`src/hw/rtl/cbq_pkg.sv`:
```
// ============================================================================
// cbq_pkg: shared types and microcode program of the cascaded biquad low-pass
// Holds the control word layout, step addresses and the program table that
// the sequencer reads one word per cycle.
// ============================================================================
package cbq_pkg;

    // step counter of the microcode program
    typedef logic [3:0] step_t;

    localparam step_t STEP_IDLE  = 4'd0;
    localparam step_t STEP_MUL0  = 4'd1;
    localparam step_t STEP_MUL1  = 4'd2;
    localparam step_t STEP_MUL2  = 4'd3;
    localparam step_t STEP_MUL3  = 4'd4;
    localparam step_t STEP_ACCUM = 4'd5;
    localparam step_t STEP_ROUND = 4'd6;
    localparam step_t STEP_EMIT  = 4'd7;
    localparam step_t STEP_PRIME = 4'd8;

    // multiplier operand pair
    typedef enum logic [1:0] {
        SEL_XSUM = 2'd0,   // (x + x[n-2]) * a0
        SEL_XH0  = 2'd1,   // x[n-1] * 2a0
        SEL_YH0  = 2'd2,   // y[n-1] * b1
        SEL_YH1  = 2'd3    // y[n-2] * b2
    } mul_sel_t;

    typedef enum logic [1:0] {
        ACC_HOLD = 2'd0,
        ACC_LOAD = 2'd1,
        ACC_ADD  = 2'd2,
        ACC_SUB  = 2'd3
    } acc_op_t;

    typedef enum logic [1:0] {
        J_NEXT     = 2'd0,  // fall through
        J_DISPATCH = 2'd1,  // wait for an item, branch on func
        J_LOOP     = 2'd2,  // back to target until the last section
        J_WAIT_OUT = 2'd3   // hold until the output register is free
    } jump_t;

    // one word of the program table
    typedef struct packed {
        mul_sel_t mul_sel;
        acc_op_t  acc_op;
        logic     load_x;
        logic     do_round;
        logic     do_rotate;
        logic     do_prime;
        logic     do_emit;
        logic     ready;
        jump_t    jump;
        step_t    target;
    } ucode_t;

    // datapath controls, already qualified by the jump condition
    typedef struct packed {
        mul_sel_t mul_sel;
        acc_op_t  acc_op;
        logic     load_x;
        logic     do_round;
        logic     do_rotate;
        logic     do_prime;
        logic     do_emit;
    } dp_ctrl_t;

    function automatic ucode_t ucode_rom(input step_t step);
        ucode_t w;
        w.mul_sel   = SEL_XSUM;
        w.acc_op    = ACC_HOLD;
        w.load_x    = 1'b0;
        w.do_round  = 1'b0;
        w.do_rotate = 1'b0;
        w.do_prime  = 1'b0;
        w.do_emit   = 1'b0;
        w.ready     = 1'b0;
        w.jump      = J_NEXT;
        w.target    = STEP_IDLE;
        case (step)
            STEP_IDLE:
            begin
                w.ready  = 1'b1;
                w.load_x = 1'b1;
                w.jump   = J_DISPATCH;
                w.target = STEP_MUL0;
            end
            STEP_MUL0:
            begin
                w.mul_sel = SEL_XSUM;
            end
            STEP_MUL1:
            begin
                w.mul_sel = SEL_XH0;
                w.acc_op  = ACC_LOAD;
            end
            STEP_MUL2:
            begin
                w.mul_sel = SEL_YH0;
                w.acc_op  = ACC_ADD;
            end
            STEP_MUL3:
            begin
                w.mul_sel = SEL_YH1;
                w.acc_op  = ACC_SUB;
            end
            STEP_ACCUM:
            begin
                w.acc_op = ACC_SUB;
            end
            STEP_ROUND:
            begin
                w.do_round  = 1'b1;
                w.do_rotate = 1'b1;
                w.jump      = J_LOOP;
                w.target    = STEP_MUL0;
            end
            STEP_EMIT:
            begin
                w.do_rotate = 1'b1;
                w.do_emit   = 1'b1;
                w.jump      = J_WAIT_OUT;
                w.target    = STEP_IDLE;
            end
            STEP_PRIME:
            begin
                w.do_prime = 1'b1;
                w.do_emit  = 1'b1;
                w.jump     = J_WAIT_OUT;
                w.target   = STEP_IDLE;
            end
            default:
            begin
                w.jump   = J_WAIT_OUT;
                w.target = STEP_IDLE;
            end
        endcase
        return w;
    endfunction

endpackage

```
`src/hw/rtl/cbq_cfg_regs.sv`:
```
// ============================================================================
// cbq_cfg_regs: coefficient registers behind an APB-style port
// Holds a0, b1 and b2; writes complete in the access phase, reads are direct.
// ============================================================================
module cbq_cfg_regs #(
    parameter int COEF_FRAC_BITS = 30,
    parameter int CFG_W          = 32,
    localparam int ALIGN         = (CFG_W == 64) ? 3 : 2,
    localparam int ADDR_W        = ALIGN + 2
) (
    input  logic                             clk,
    input  logic                             rst_n,
    input  logic                             psel,
    input  logic                             penable,
    input  logic                             pwrite,
    input  logic [ADDR_W-1:0]                paddr,
    input  logic [CFG_W-1:0]                 pwdata,
    output logic [CFG_W-1:0]                 prdata,
    output logic                             pready,
    output logic [COEF_FRAC_BITS:0]          coef_a0,
    output logic signed [COEF_FRAC_BITS+1:0] coef_b1,
    output logic signed [COEF_FRAC_BITS+1:0] coef_b2
);

    localparam logic [1:0] REG_A0 = 2'd0;
    localparam logic [1:0] REG_B1 = 2'd1;
    localparam logic [1:0] REG_B2 = 2'd2;

    logic [COEF_FRAC_BITS:0]          coef_a0_reg;
    logic signed [COEF_FRAC_BITS+1:0] coef_b1_reg;
    logic signed [COEF_FRAC_BITS+1:0] coef_b2_reg;
    logic [1:0]                       reg_idx;
    logic                             wr_en;

    assign pready  = 1'b1;
    assign reg_idx = paddr[ADDR_W-1:ALIGN];
    assign wr_en   = psel && penable && pwrite;

    always_ff @(posedge clk or negedge rst_n)
    begin
        if (!rst_n)
        begin
            coef_a0_reg <= '0;
            coef_b1_reg <= '0;
            coef_b2_reg <= '0;
        end
        else if (wr_en)
        begin
            case (reg_idx)
                REG_A0:  coef_a0_reg <= pwdata[COEF_FRAC_BITS:0];
                REG_B1:  coef_b1_reg <= pwdata[COEF_FRAC_BITS+1:0];
                REG_B2:  coef_b2_reg <= pwdata[COEF_FRAC_BITS+1:0];
                default: ;  // unmapped write ignored
            endcase
        end
    end

    always_comb
    begin
        case (reg_idx)
            REG_A0:  prdata = CFG_W'(coef_a0_reg);
            REG_B1:  prdata = CFG_W'(coef_b1_reg);
            REG_B2:  prdata = CFG_W'(coef_b2_reg);
            default: prdata = '0;
        endcase
    end

    assign coef_a0 = coef_a0_reg;
    assign coef_b1 = coef_b1_reg;
    assign coef_b2 = coef_b2_reg;

endmodule

```
`src/hw/rtl/cbq_sequencer.sv`:
```
// ============================================================================
// cbq_sequencer: microcode step counter and section loop counter
// Reads one control word per cycle, resolves its jump and drives the datapath.
// ============================================================================
module cbq_sequencer #(
    parameter int STAGES = 2
) (
    input  logic              clk,
    input  logic              rst_n,
    input  logic              in_valid,
    input  logic              func,
    input  logic              out_free,
    output logic              in_stall,
    output cbq_pkg::dp_ctrl_t ctrl
);

    localparam int STG_W = (STAGES > 1) ? $clog2(STAGES) : 1;
    localparam logic [STG_W-1:0] STG_LAST = STG_W'(STAGES - 1);

    cbq_pkg::step_t  step_reg;
    cbq_pkg::step_t  step_next;
    logic [STG_W-1:0] stage_reg;
    logic [STG_W-1:0] stage_next;
    cbq_pkg::ucode_t uw;
    logic            go;

    always_ff @(posedge clk or negedge rst_n)
    begin
        if (!rst_n)
        begin
            step_reg  <= cbq_pkg::STEP_IDLE;
            stage_reg <= '0;
        end
        else
        begin
            step_reg  <= step_next;
            stage_reg <= stage_next;
        end
    end

    always_comb
    begin
        uw         = cbq_pkg::ucode_rom(step_reg);
        go         = 1'b1;
        step_next  = step_reg + cbq_pkg::step_t'(1);
        stage_next = stage_reg;
        case (uw.jump)
            cbq_pkg::J_NEXT:
            begin
            end
            cbq_pkg::J_DISPATCH:
            begin
                go         = in_valid;
                stage_next = '0;
                if (!in_valid)
                    step_next = step_reg;
                else if (func)
                    step_next = cbq_pkg::STEP_PRIME;
                else
                    step_next = uw.target;
            end
            cbq_pkg::J_LOOP:
            begin
                if (stage_reg == STG_LAST)
                    stage_next = '0;
                else
                begin
                    stage_next = stage_reg + STG_W'(1);
                    step_next  = uw.target;
                end
            end
            cbq_pkg::J_WAIT_OUT:
            begin
                go        = out_free;
                step_next = out_free ? uw.target : step_reg;
            end
            default:
            begin
                step_next = cbq_pkg::STEP_IDLE;
            end
        endcase

        ctrl.mul_sel   = uw.mul_sel;
        ctrl.acc_op    = uw.acc_op;
        ctrl.load_x    = uw.load_x & go;
        ctrl.do_round  = uw.do_round & go;
        ctrl.do_rotate = uw.do_rotate & go;
        ctrl.do_prime  = uw.do_prime & go;
        ctrl.do_emit   = uw.do_emit & go;
        in_stall       = !uw.ready;
    end

endmodule

```
`src/hw/rtl/cbq_datapath.sv`:
```
// ============================================================================
// cbq_datapath: shared multiplier, accumulator, history ring and output
// One multiply per cycle into a product register, accumulate behind it,
// round and saturate, and a ring of history nodes rotated once per section and once on emit.
// ============================================================================
module cbq_datapath #(
    parameter int SAMPLE_WIDTH   = 32,
    parameter int COEF_FRAC_BITS = 30,
    parameter int STAGES         = 2
) (
    input  logic                             clk,
    input  logic                             rst_n,
    input  cbq_pkg::dp_ctrl_t                ctrl,
    input  logic signed [SAMPLE_WIDTH-1:0]   sample_in,
    input  logic [COEF_FRAC_BITS:0]          coef_a0,
    input  logic signed [COEF_FRAC_BITS+1:0] coef_b1,
    input  logic signed [COEF_FRAC_BITS+1:0] coef_b2,
    input  logic                             out_stall,
    output logic                             out_free,
    output logic                             out_valid,
    output logic signed [SAMPLE_WIDTH-1:0]   sample_out
);

    localparam int NODES  = STAGES + 1;
    localparam int MA_W   = SAMPLE_WIDTH + 1;
    localparam int MB_W   = COEF_FRAC_BITS + 3;
    localparam int PROD_W = MA_W + MB_W;
    localparam int ACC_W  = PROD_W + 2;
    localparam int RND_W  = ACC_W - COEF_FRAC_BITS;
    localparam logic signed [ACC_W-1:0] HALF = ACC_W'(1) << (COEF_FRAC_BITS - 1);
    localparam logic signed [SAMPLE_WIDTH-1:0] SMAX = {1'b0, {(SAMPLE_WIDTH-1){1'b1}}};
    localparam logic signed [SAMPLE_WIDTH-1:0] SMIN = {1'b1, {(SAMPLE_WIDTH-1){1'b0}}};

    // ring position 0 is the current section's input history, 1 its output
    logic signed [SAMPLE_WIDTH-1:0] hist_reg [NODES][2];
    logic signed [SAMPLE_WIDTH-1:0] x_reg;
    logic signed [PROD_W-1:0]       prod_reg;
    logic signed [ACC_W-1:0]        acc_reg;
    logic                           out_valid_reg;
    logic signed [SAMPLE_WIDTH-1:0] sample_out_reg;

    logic signed [MA_W-1:0]         mul_a;
    logic signed [MB_W-1:0]         mul_b;
    logic signed [ACC_W-1:0]        acc_rnd;
    logic [RND_W-1:0]               rnd;
    logic                           fits;
    logic signed [SAMPLE_WIDTH-1:0] sat_val;

    // operand select
    always_comb
    begin
        case (ctrl.mul_sel)
            cbq_pkg::SEL_XSUM:
            begin
                mul_a = MA_W'(x_reg) + MA_W'(hist_reg[0][1]);
                mul_b = {2'b00, coef_a0};
            end
            cbq_pkg::SEL_XH0:
            begin
                mul_a = MA_W'(hist_reg[0][0]);
                mul_b = {1'b0, coef_a0, 1'b0};
            end
            cbq_pkg::SEL_YH0:
            begin
                mul_a = MA_W'(hist_reg[1][0]);
                mul_b = MB_W'(coef_b1);
            end
            default:
            begin
                mul_a = MA_W'(hist_reg[1][1]);
                mul_b = MB_W'(coef_b2);
            end
        endcase
    end

    always_ff @(posedge clk)
    begin
        prod_reg <= PROD_W'(mul_a) * PROD_W'(mul_b);
        case (ctrl.acc_op)
            cbq_pkg::ACC_LOAD: acc_reg <= ACC_W'(prod_reg);
            cbq_pkg::ACC_ADD:  acc_reg <= acc_reg + ACC_W'(prod_reg);
            cbq_pkg::ACC_SUB:  acc_reg <= acc_reg - ACC_W'(prod_reg);
            default:           acc_reg <= acc_reg;
        endcase
    end

    // round half up, drop fraction bits, clamp to sample range
    always_comb
    begin
        acc_rnd = acc_reg + HALF;
        rnd     = acc_rnd[ACC_W-1:COEF_FRAC_BITS];
        fits    = (&rnd[RND_W-1:SAMPLE_WIDTH-1]) | ~(|rnd[RND_W-1:SAMPLE_WIDTH-1]);
        if (fits)
            sat_val = rnd[SAMPLE_WIDTH-1:0];
        else
            sat_val = rnd[RND_W-1] ? SMIN : SMAX;
    end

    always_ff @(posedge clk)
    begin
        if (ctrl.load_x)
            x_reg <= sample_in;
        else if (ctrl.do_round)
            x_reg <= sat_val;
    end

    always_ff @(posedge clk or negedge rst_n)
    begin
        if (!rst_n)
        begin
            for (int n = 0; n < NODES; n++)
            begin
                hist_reg[n][0] <= '0;
                hist_reg[n][1] <= '0;
            end
        end
        else if (ctrl.do_prime)
        begin
            for (int n = 0; n < NODES; n++)
            begin
                hist_reg[n][0] <= x_reg;
                hist_reg[n][1] <= x_reg;
            end
        end
        else if (ctrl.do_rotate)
        begin
            for (int n = 0; n < NODES - 1; n++)
            begin
                hist_reg[n][0] <= hist_reg[n+1][0];
                hist_reg[n][1] <= hist_reg[n+1][1];
            end
            hist_reg[NODES-1][0] <= x_reg;
            hist_reg[NODES-1][1] <= hist_reg[0][0];
        end
    end

    always_ff @(posedge clk or negedge rst_n)
    begin
        if (!rst_n)
            out_valid_reg <= 1'b0;
        else if (ctrl.do_emit)
            out_valid_reg <= 1'b1;
        else if (!out_stall)
            out_valid_reg <= 1'b0;
    end

    always_ff @(posedge clk)
    begin
        if (ctrl.do_emit)
            sample_out_reg <= x_reg;
    end

    assign out_free   = !out_valid_reg || !out_stall;
    assign out_valid  = out_valid_reg;
    assign sample_out = sample_out_reg;

endmodule

```
`src/hw/rtl/cascaded_biquad_lowpass_core.sv`:
```
// ============================================================================
// cascaded_biquad_lowpass_core: 2*STAGES-order low-pass from cascaded biquads
// Filters signed Q16.16 samples through STAGES biquad sections that share
// Q2.30 coefficients, or primes all history with a sample and echoes it.
// ============================================================================
//
//   channel   direction  handshake            payload
//   in        sink       in_valid / in_stall   func, sample_in
//   out       source     out_valid / out_stall sample_out
//   cfg       sink       psel / penable        paddr, pwdata, pwrite, prdata
//
// a filter item is accepted at the idle step, then runs MUL0 to MUL3, ACCUM and
// ROUND once per section on the single shared multiplier, and EMIT hands the
// result over; a prime item is accepted at idle and handed over from PRIME
// reset clears step counter, history and coefficients; no clearing pass
// in_stall is low only while the sequencer waits at its idle step
// a stalled output holds the sequencer at its last step; the next item is
// still accepted once that result sits in the output register
module cascaded_biquad_lowpass_core #(
    parameter int SAMPLE_WIDTH   = 32,
    parameter int COEF_FRAC_BITS = 30,
    parameter int STAGES         = 2,
    localparam int CFG_W         = (COEF_FRAC_BITS + 2 > 32) ? 64 : 32,
    localparam int ADDR_W        = (CFG_W == 64) ? 5 : 4
) (
    input  logic                           clk,
    input  logic                           rst_n,
    // sample input
    input  logic                           in_valid,
    output logic                           in_stall,
    input  logic                           func,
    input  logic signed [SAMPLE_WIDTH-1:0] sample_in,
    // filtered output
    output logic                           out_valid,
    input  logic                           out_stall,
    output logic signed [SAMPLE_WIDTH-1:0] sample_out,
    // coefficient port
    input  logic                           psel,
    input  logic                           penable,
    input  logic                           pwrite,
    input  logic [ADDR_W-1:0]              paddr,
    input  logic [CFG_W-1:0]               pwdata,
    output logic [CFG_W-1:0]               prdata,
    output logic                           pready
);

    logic [COEF_FRAC_BITS:0]          coef_a0;
    logic signed [COEF_FRAC_BITS+1:0] coef_b1;
    logic signed [COEF_FRAC_BITS+1:0] coef_b2;
    logic                             out_free;
    cbq_pkg::dp_ctrl_t                dp_ctrl;

    // coefficients: a0 at 0, b1 at one word, b2 at two words
    cbq_cfg_regs #(
        .COEF_FRAC_BITS (COEF_FRAC_BITS),
        .CFG_W          (CFG_W)
    ) u_cfg (
        .clk     (clk),
        .rst_n   (rst_n),
        .psel    (psel),
        .penable (penable),
        .pwrite  (pwrite),
        .paddr   (paddr),
        .pwdata  (pwdata),
        .prdata  (prdata),
        .pready  (pready),
        .coef_a0 (coef_a0),
        .coef_b1 (coef_b1),
        .coef_b2 (coef_b2)
    );

    // program counter walks the microcode table, loops once per section
    cbq_sequencer #(
        .STAGES (STAGES)
    ) u_seq (
        .clk      (clk),
        .rst_n    (rst_n),
        .in_valid (in_valid),
        .func     (func),
        .out_free (out_free),
        .in_stall (in_stall),
        .ctrl     (dp_ctrl)
    );

    // shared multiplier, accumulator, history ring and output register
    cbq_datapath #(
        .SAMPLE_WIDTH   (SAMPLE_WIDTH),
        .COEF_FRAC_BITS (COEF_FRAC_BITS),
        .STAGES         (STAGES)
    ) u_dp (
        .clk        (clk),
        .rst_n      (rst_n),
        .ctrl       (dp_ctrl),
        .sample_in  (sample_in),
        .coef_a0    (coef_a0),
        .coef_b1    (coef_b1),
        .coef_b2    (coef_b2),
        .out_stall  (out_stall),
        .out_free   (out_free),
        .out_valid  (out_valid),
        .sample_out (sample_out)
    );

`ifndef SYNTHESIS
    // an accepted item leaves the sequencer busy in the following cycle
    a_accept_busy: assert property (@(posedge clk) disable iff (!rst_n)
        (in_valid && !in_stall) |=> in_stall)
        else $error("input accepted twice in a row");

    // a result never overwrites one still waiting downstream
    a_emit_free: assert property (@(posedge clk) disable iff (!rst_n)
        dp_ctrl.do_emit |-> out_free)
        else $error("result written over a pending item");

    a_emit_valid: assert property (@(posedge clk) disable iff (!rst_n)
        dp_ctrl.do_emit |=> out_valid)
        else $error("emitted result not presented");

    // results only appear from work in progress
    a_rise_busy: assert property (@(posedge clk) disable iff (!rst_n)
        $rose(out_valid) |-> $past(in_stall))
        else $error("output valid rose while idle");
`endif

endmodule

```
`config.mk`:
```
export PLATFORM = sky130hd
export DESIGN_NAME = cascaded_biquad_lowpass_core
export DESIGN_NICKNAME = d
export VERILOG_FILES = /design/src/hw/rtl/cbq_pkg.sv /design/src/hw/rtl/cbq_cfg_regs.sv /design/src/hw/rtl/cbq_sequencer.sv /design/src/hw/rtl/cbq_datapath.sv /design/src/hw/rtl/cascaded_biquad_lowpass_core.sv
export SDC_FILE = /design/constraint.sdc
export NUM_CORES = 2
export LEC_CHECK = 0
export ABC_CLOCK_PERIOD_IN_PS = 10700
export BUFFER_PORTS_ARGS = -buffer_cell sky130_fd_sc_hd__buf_2
export CAP_MARGIN = 0
export CORE_ASPECT_RATIO = 1.5
export CORE_MARGIN = 2
export CORE_UTILIZATION = 60
export CTS_BUF_LIST = sky130_fd_sc_hd__clkbuf_8
export DETAILED_ROUTE_END_ITERATION = 6
export PLACE_DENSITY = 0.77
export SYNTH_ARGS = -nofsm -noshare
export SYNTH_HDL_FRONTEND = slang
export SYNTH_HIERARCHICAL = 1
export SYNTH_SLANG_ARGS = --single-unit
export TNS_END_PERCENT = 30
```
`constraint.sdc`:
```
create_clock -name clk -period 10.7 [get_ports clk]
set_input_delay 1.605 -clock clk [delete_from_list [all_inputs] [get_ports clk]]
set_output_delay 1.605 -clock clk [all_outputs]
set_load 0.02 [all_outputs]
```
# After elaboration in Yosys (flattened, before gate mapping)
# Index checks and enable logic that the tools add are counted.
# totals
out_inout_bits	67
ff_bits	491
elab_cells	102
# classes
mul	1
n_eq_ne	21
add_sub_neg	6
n_mux	28
bitwise_logic	7
reduce_logical	23
# op_table
op	n
192-bit 2-to-1 mux	2
68-bit case mux with 3 select lines	1
33-bit case mux with 3 select lines	2
32-bit 2-to-1 mux	4
32-bit case mux with 3 select lines	1
68-bit by 31-bit adder with 68-bit output (second input constant)	1
68-bit by 66-bit adder with 68-bit output	1
68-bit by 66-bit subtractor with 68-bit output	1
33-bit by 33-bit multiplier with 66-bit output	1
32-bit by 32-bit adder with 33-bit output	1
6-bit case mux with 3 select lines	1
4-bit by 3-bit == test with 1-bit output (second input constant)	4
4-bit 2-to-1 mux	4
2-bit == test (second input constant)	6
2-bit case mux with 3 select lines	2
4-bit case mux with 3 select lines	1
2-bit by 1-bit == test with 1-bit output (second input constant)	4
4-bit by 2-bit == test with 1-bit output (second input constant)	2
1-bit 2-to-1 mux	8
2-bit AND reduction	4
7-bit AND reduction	1
7-bit OR reduction	1
2-bit nonzero test	3
2-bit OR reduction	3
17 further kinds	27

# Depth between registers and ports, before layout
# logic_depth
ltp_word	8
mapped_depth	44
depth_no_buf	42

# Cells and area by module
# The synthesis kept the hierarchy.
# modules_own_cells
module	seq_area_each_um2	area_per_inst_um2	n_inst	cells_each
cbq_datapath	10114.7	62453.6	1	6816
cbq_cfg_regs	2377.3	4320.4	1	314
cbq_sequencer	125.1	574.3	1	71

# Worst setup path after synthesis
# Ideal clock, no wire load.
# synth_timing
path_kind	register to register
start	reg u_seq.step_reg[0]
end	reg u_dp.prod_reg[65]
t_required_ns	10.572
path_stages_with_launch	39
period_less_slack_ns	10.757
setup_ns	0.128
setup_slack_ns	-0.057
arrival_ns	10.629
n_path_buf	6
path_cell_list	dfrtp_1 ha_1 nand2b_1 a21oi_1 buf_2 buf_1 buf_1 clkbuf_1 a21oi_1 o41ai_1 a22o_1 clkbuf_1 nand2_1 fa_1 inv_1 fa_1 fa_1 inv_1 (+3 left out) fa_1 fa_1 inv_1 fa_1 inv_1 ha_1 clkbuf_1 a21o_1 a21o_1 a21oi_1 a21oi_1 a311o_1 a21oi_1 o41ai_2 a41oi_1 a211oi_1 mux2i_1 nand4_1
# synth_rtl
item	line	text
start: declaration	cbq_sequencer.sv:20	cbq_pkg::step_t step_reg;
start signal: assignment	cbq_sequencer.sv:31	step_reg <= cbq_pkg::STEP_IDLE;
start signal: assignment	cbq_sequencer.sv:36	step_reg <= step_next;
end signal: assignment	cbq_datapath.sv:78	prod_reg <= PROD_W'(mul_a) * PROD_W'(mul_b);
end: declaration	cbq_datapath.sv:37	logic signed [PROD_W-1:0] prod_reg;

# Final worst setup path
# layout_timing
start	reg u_dp.x_reg[0]
end	reg u_dp.prod_reg[64]
# layout_between
elab_chain_len	3
# layout_rtl
item	line	text
start: declaration	cbq_datapath.sv:36	logic signed [SAMPLE_WIDTH-1:0] x_reg;
start signal: assignment	cbq_datapath.sv:102	x_reg <= sample_in;
start signal: assignment	cbq_datapath.sv:104	x_reg <= sat_val;
32-bit by 32-bit adder with 33-bit output	cbq_datapath.sv:55	mul_a = MA_W'(x_reg) + MA_W'(hist_reg[0][1]);
33-bit case mux with 3 select lines	cbq_datapath.sv:52	case (ctrl.mul_sel)
33-bit by 33-bit multiplier with 66-bit output	cbq_datapath.sv:78	
# Every way passes these cells.
# A chain may end at the register's enable or synchronous reset.

==> results.json <==
{
  "cts_buffers": 78,
  "vias": 53830,
  "antenna_found_initial": 8,
  "critPathMaxStageDelay_ns": 0.59,
  "wl_um": 209700,
  "synth.avg_cell_area_um2": 9.353,
  "drive_gt1_share_pct": 14.52,
  "synth_cell_types": 95,
  "fmax_ghz": 0.09455,
  "drt-pass1-iter-count": 6,
  "grt_start_max_net_pins": 230,
  "synth.most_common_cell": "inv_1",
  "fin_ws_ns": 0.1240,
  "drc": 0,
  "min_path_type": "reg2reg",
  "whs_ns": 0.5063,
  "die_area_mm2": 0.1150,
  "grt_pass1_wl_um": 321600,
  "regToRegSetupSlack_ns": 0.12,
  "timing.final.crit_share_pct": 98.84,
  "path_class": "reg2reg",
  "syn_area_mm2": 0.06735,
  "netlist_top_cells_area": "fa_1, dfrtp_1, inv_1",
  "finalHoldViolCount": 0,
  "run_status": "finished, final reports clean",
  "rsz0062_at_grt": "yes",
  "tightest_slew_ns": 1.191,
  "antenna_left": 0,
  "seq_area_mm2": 0.01262,
  "multiInputGateArea_mm2": 0.04959,
  "ys_seq_elements": 491,
  "gp_congestion": 1.016,
  "period_minus_slack_ns": 10.58,
  "post_drt_wl_per_cell_um": 23.30,
  "clkTransAtPathRegs_ns": 0.07,
  "fp-row-count": 150,
  "core_mm2": 0.1115,
  "nets": 9041,
  "cp.arrival_ns": 11.22,
  "largest_reg_flops": 192,
  "yosys.area.top_type_share_pct": 34.12,
  "drv_slew": 0,
  "start_util_pct": 60.41,
  "die_height_um": 414.3,
  "cts_max_level": 3,
  "fillerInstances": 8812,
  "finClkSkew_ns": 0.07247,
  "io_pins": 143,
  "startpoint_type": "flip-flop",
  "async_flop_share_pct": 59.67,
  "initialDrtViolationCount": 4390,
  "slowest_stage": "fa_1",
  "clkLatencyLatePin_ns": 0.81,
  "worstPathMaxFanout": 5,
  "viasPerCell": 5.979,
  "grt_usage_pct": 36.90,
  "crit_path_end_kind": "flip-flop",
  "synthCells": 7201,
  "postCtsHoldBufs": 0,
  "cts_tree": "yes",
  "clockBufferDepth": 3,
  "synth_fp_nets": 8750,
  "cts_sinks": 491,
  "grt_pass1_vias": 56510,
  "post-place-ws_ns": -0.3525,
  "yosysSeqAreaShare_pct": 18.73,
  "port_buffers": 139,
  "setup_violations": 0,
  "slew_headroom_pct": 20.40,
  "ys.flop_type": "dfrtp_1",
  "ys_warn_count": 6,
  "clockRootBuffer": "clkbuf_8",
  "synth_top_cell_by_area": "fa_1",
  "die_width_um": 277.6,
  "grt-ovfl-total": 0,
  "cp.required_ns": 11.35,
  "crit_path_frequent_cell": "fa_1",
  "synth_edf_count": 132,
  "synth_common_cells": "inv_1, fa_1, nand2_1",
  "areaGrowthSynthToFinish_pct": 10.94,
  "dp_hpwl_um": 170500,
  "drv_cap": 0
}
-- routing by layer --
| layer | vias up | GRT usage (%) | part of all wire (%) |
|---|---|---|---|
| li1 | 23260 | - | - |
| met1 | 27280 | 42.24 | 34 |
| met2 | 2455 | 61.59 | 49 |
| met3 | 821 | 5.724 | 7.5 |
| met4 | 12 | 29.65 | 9.9 |
| met5 | - | 0 | 0.040 |
-- cell type report --
type / count / area share (%)
antenna: 6 / 0.02009
clock buffer: 85 / 1.566
clock inverter: 56 / 0.8272
inverter: 1203 / 6.057
multi-input combinational: 5148 / 66.37
sequential: 491 / 16.89
tap: 1444 / 2.418
timing repair buffer: 570 / 5.853
-- final timing paths --
kind	startpoint	to	cells past startpoint
max	u_dp/x_reg[0]	u_dp/prod_reg[64]	43
min	u_dp/hist_reg[62]	u_dp/hist_reg[126]	2
max reg2reg	u_dp/x_reg[0]	u_dp/prod_reg[64]	43
min reg2reg	u_dp/hist_reg[62]	u_dp/hist_reg[126]	2
max in group asynchronous	rst_n	u_cfg/coef_b2[12]	3
min in group asynchronous	rst_n	u_dp/hist_reg[4]	1
-- repair_timing --
item,4_1_cts,5_1_grt
pin swaps,1,86
endpoints found under the setup margin,14,21
gates cloned,0,2
resized for setup,18,145
buffers inserted,0,26
-- through the flow --
step	TNS [ns]	util, %	instance area [um^2]	std cells
after floorplan	0	-	67360	7201
after global placement	-1.334	64.61	72030	8829
after detailed placement	-1.788	64.61	72030	8829
after CTS	0	66.29	73900	8970
after global routing	-1.346	67.02	74710	9000
final	0	67.02	74720	9003
-- cell usage in the layout, fill, tap and decap left out, types with 143 or more instances in the layout --
cell,count
nand2_1,789
a21oi_1,231
o21ai_0,143
nor2_1,728
xnor2_1,168
nor2b_1,206
a211oi_1,188
buf_4,388
ha_1,314
fa_1,1130
mux2_2,176
dfrtp_1,293
inv_1,1212
-- cell families (layout without fill, tap and decap cells) --
family                     Yosys count  in the layout  share of synthesized area (%)
and+or+nand+nor                   2142           2142                          14.20
buffers and inverters             1562           1914                          8.784
adders and majority gates         1473           1473                          40.16
AOI/OAI and AO/OA                  972            972                          9.376
DFF                                491            491                          18.73
muxes                              302            302                          5.373
xor gates and xnor gates           258            258                          3.366
other                                1              7                       0.005568
-- critical path, delay by kind of cell (launching register included) --
family | cells | cell delay (ns)
AND/OR/NAND/NOR | 4 | 0.38
AO/OA/AOI/OAI | 16 | 3.34
XOR/XNOR | 2 | 0.22
buffers and inverters | 10 | 1.06
adder cells (fa/ha/maj) | 11 | 5.05
flip-flops | 1 | 0.36
Power is left out: the tool's default activity adds up to more than one toggle a clock period on the data nets, which glitch-free logic cannot reach.
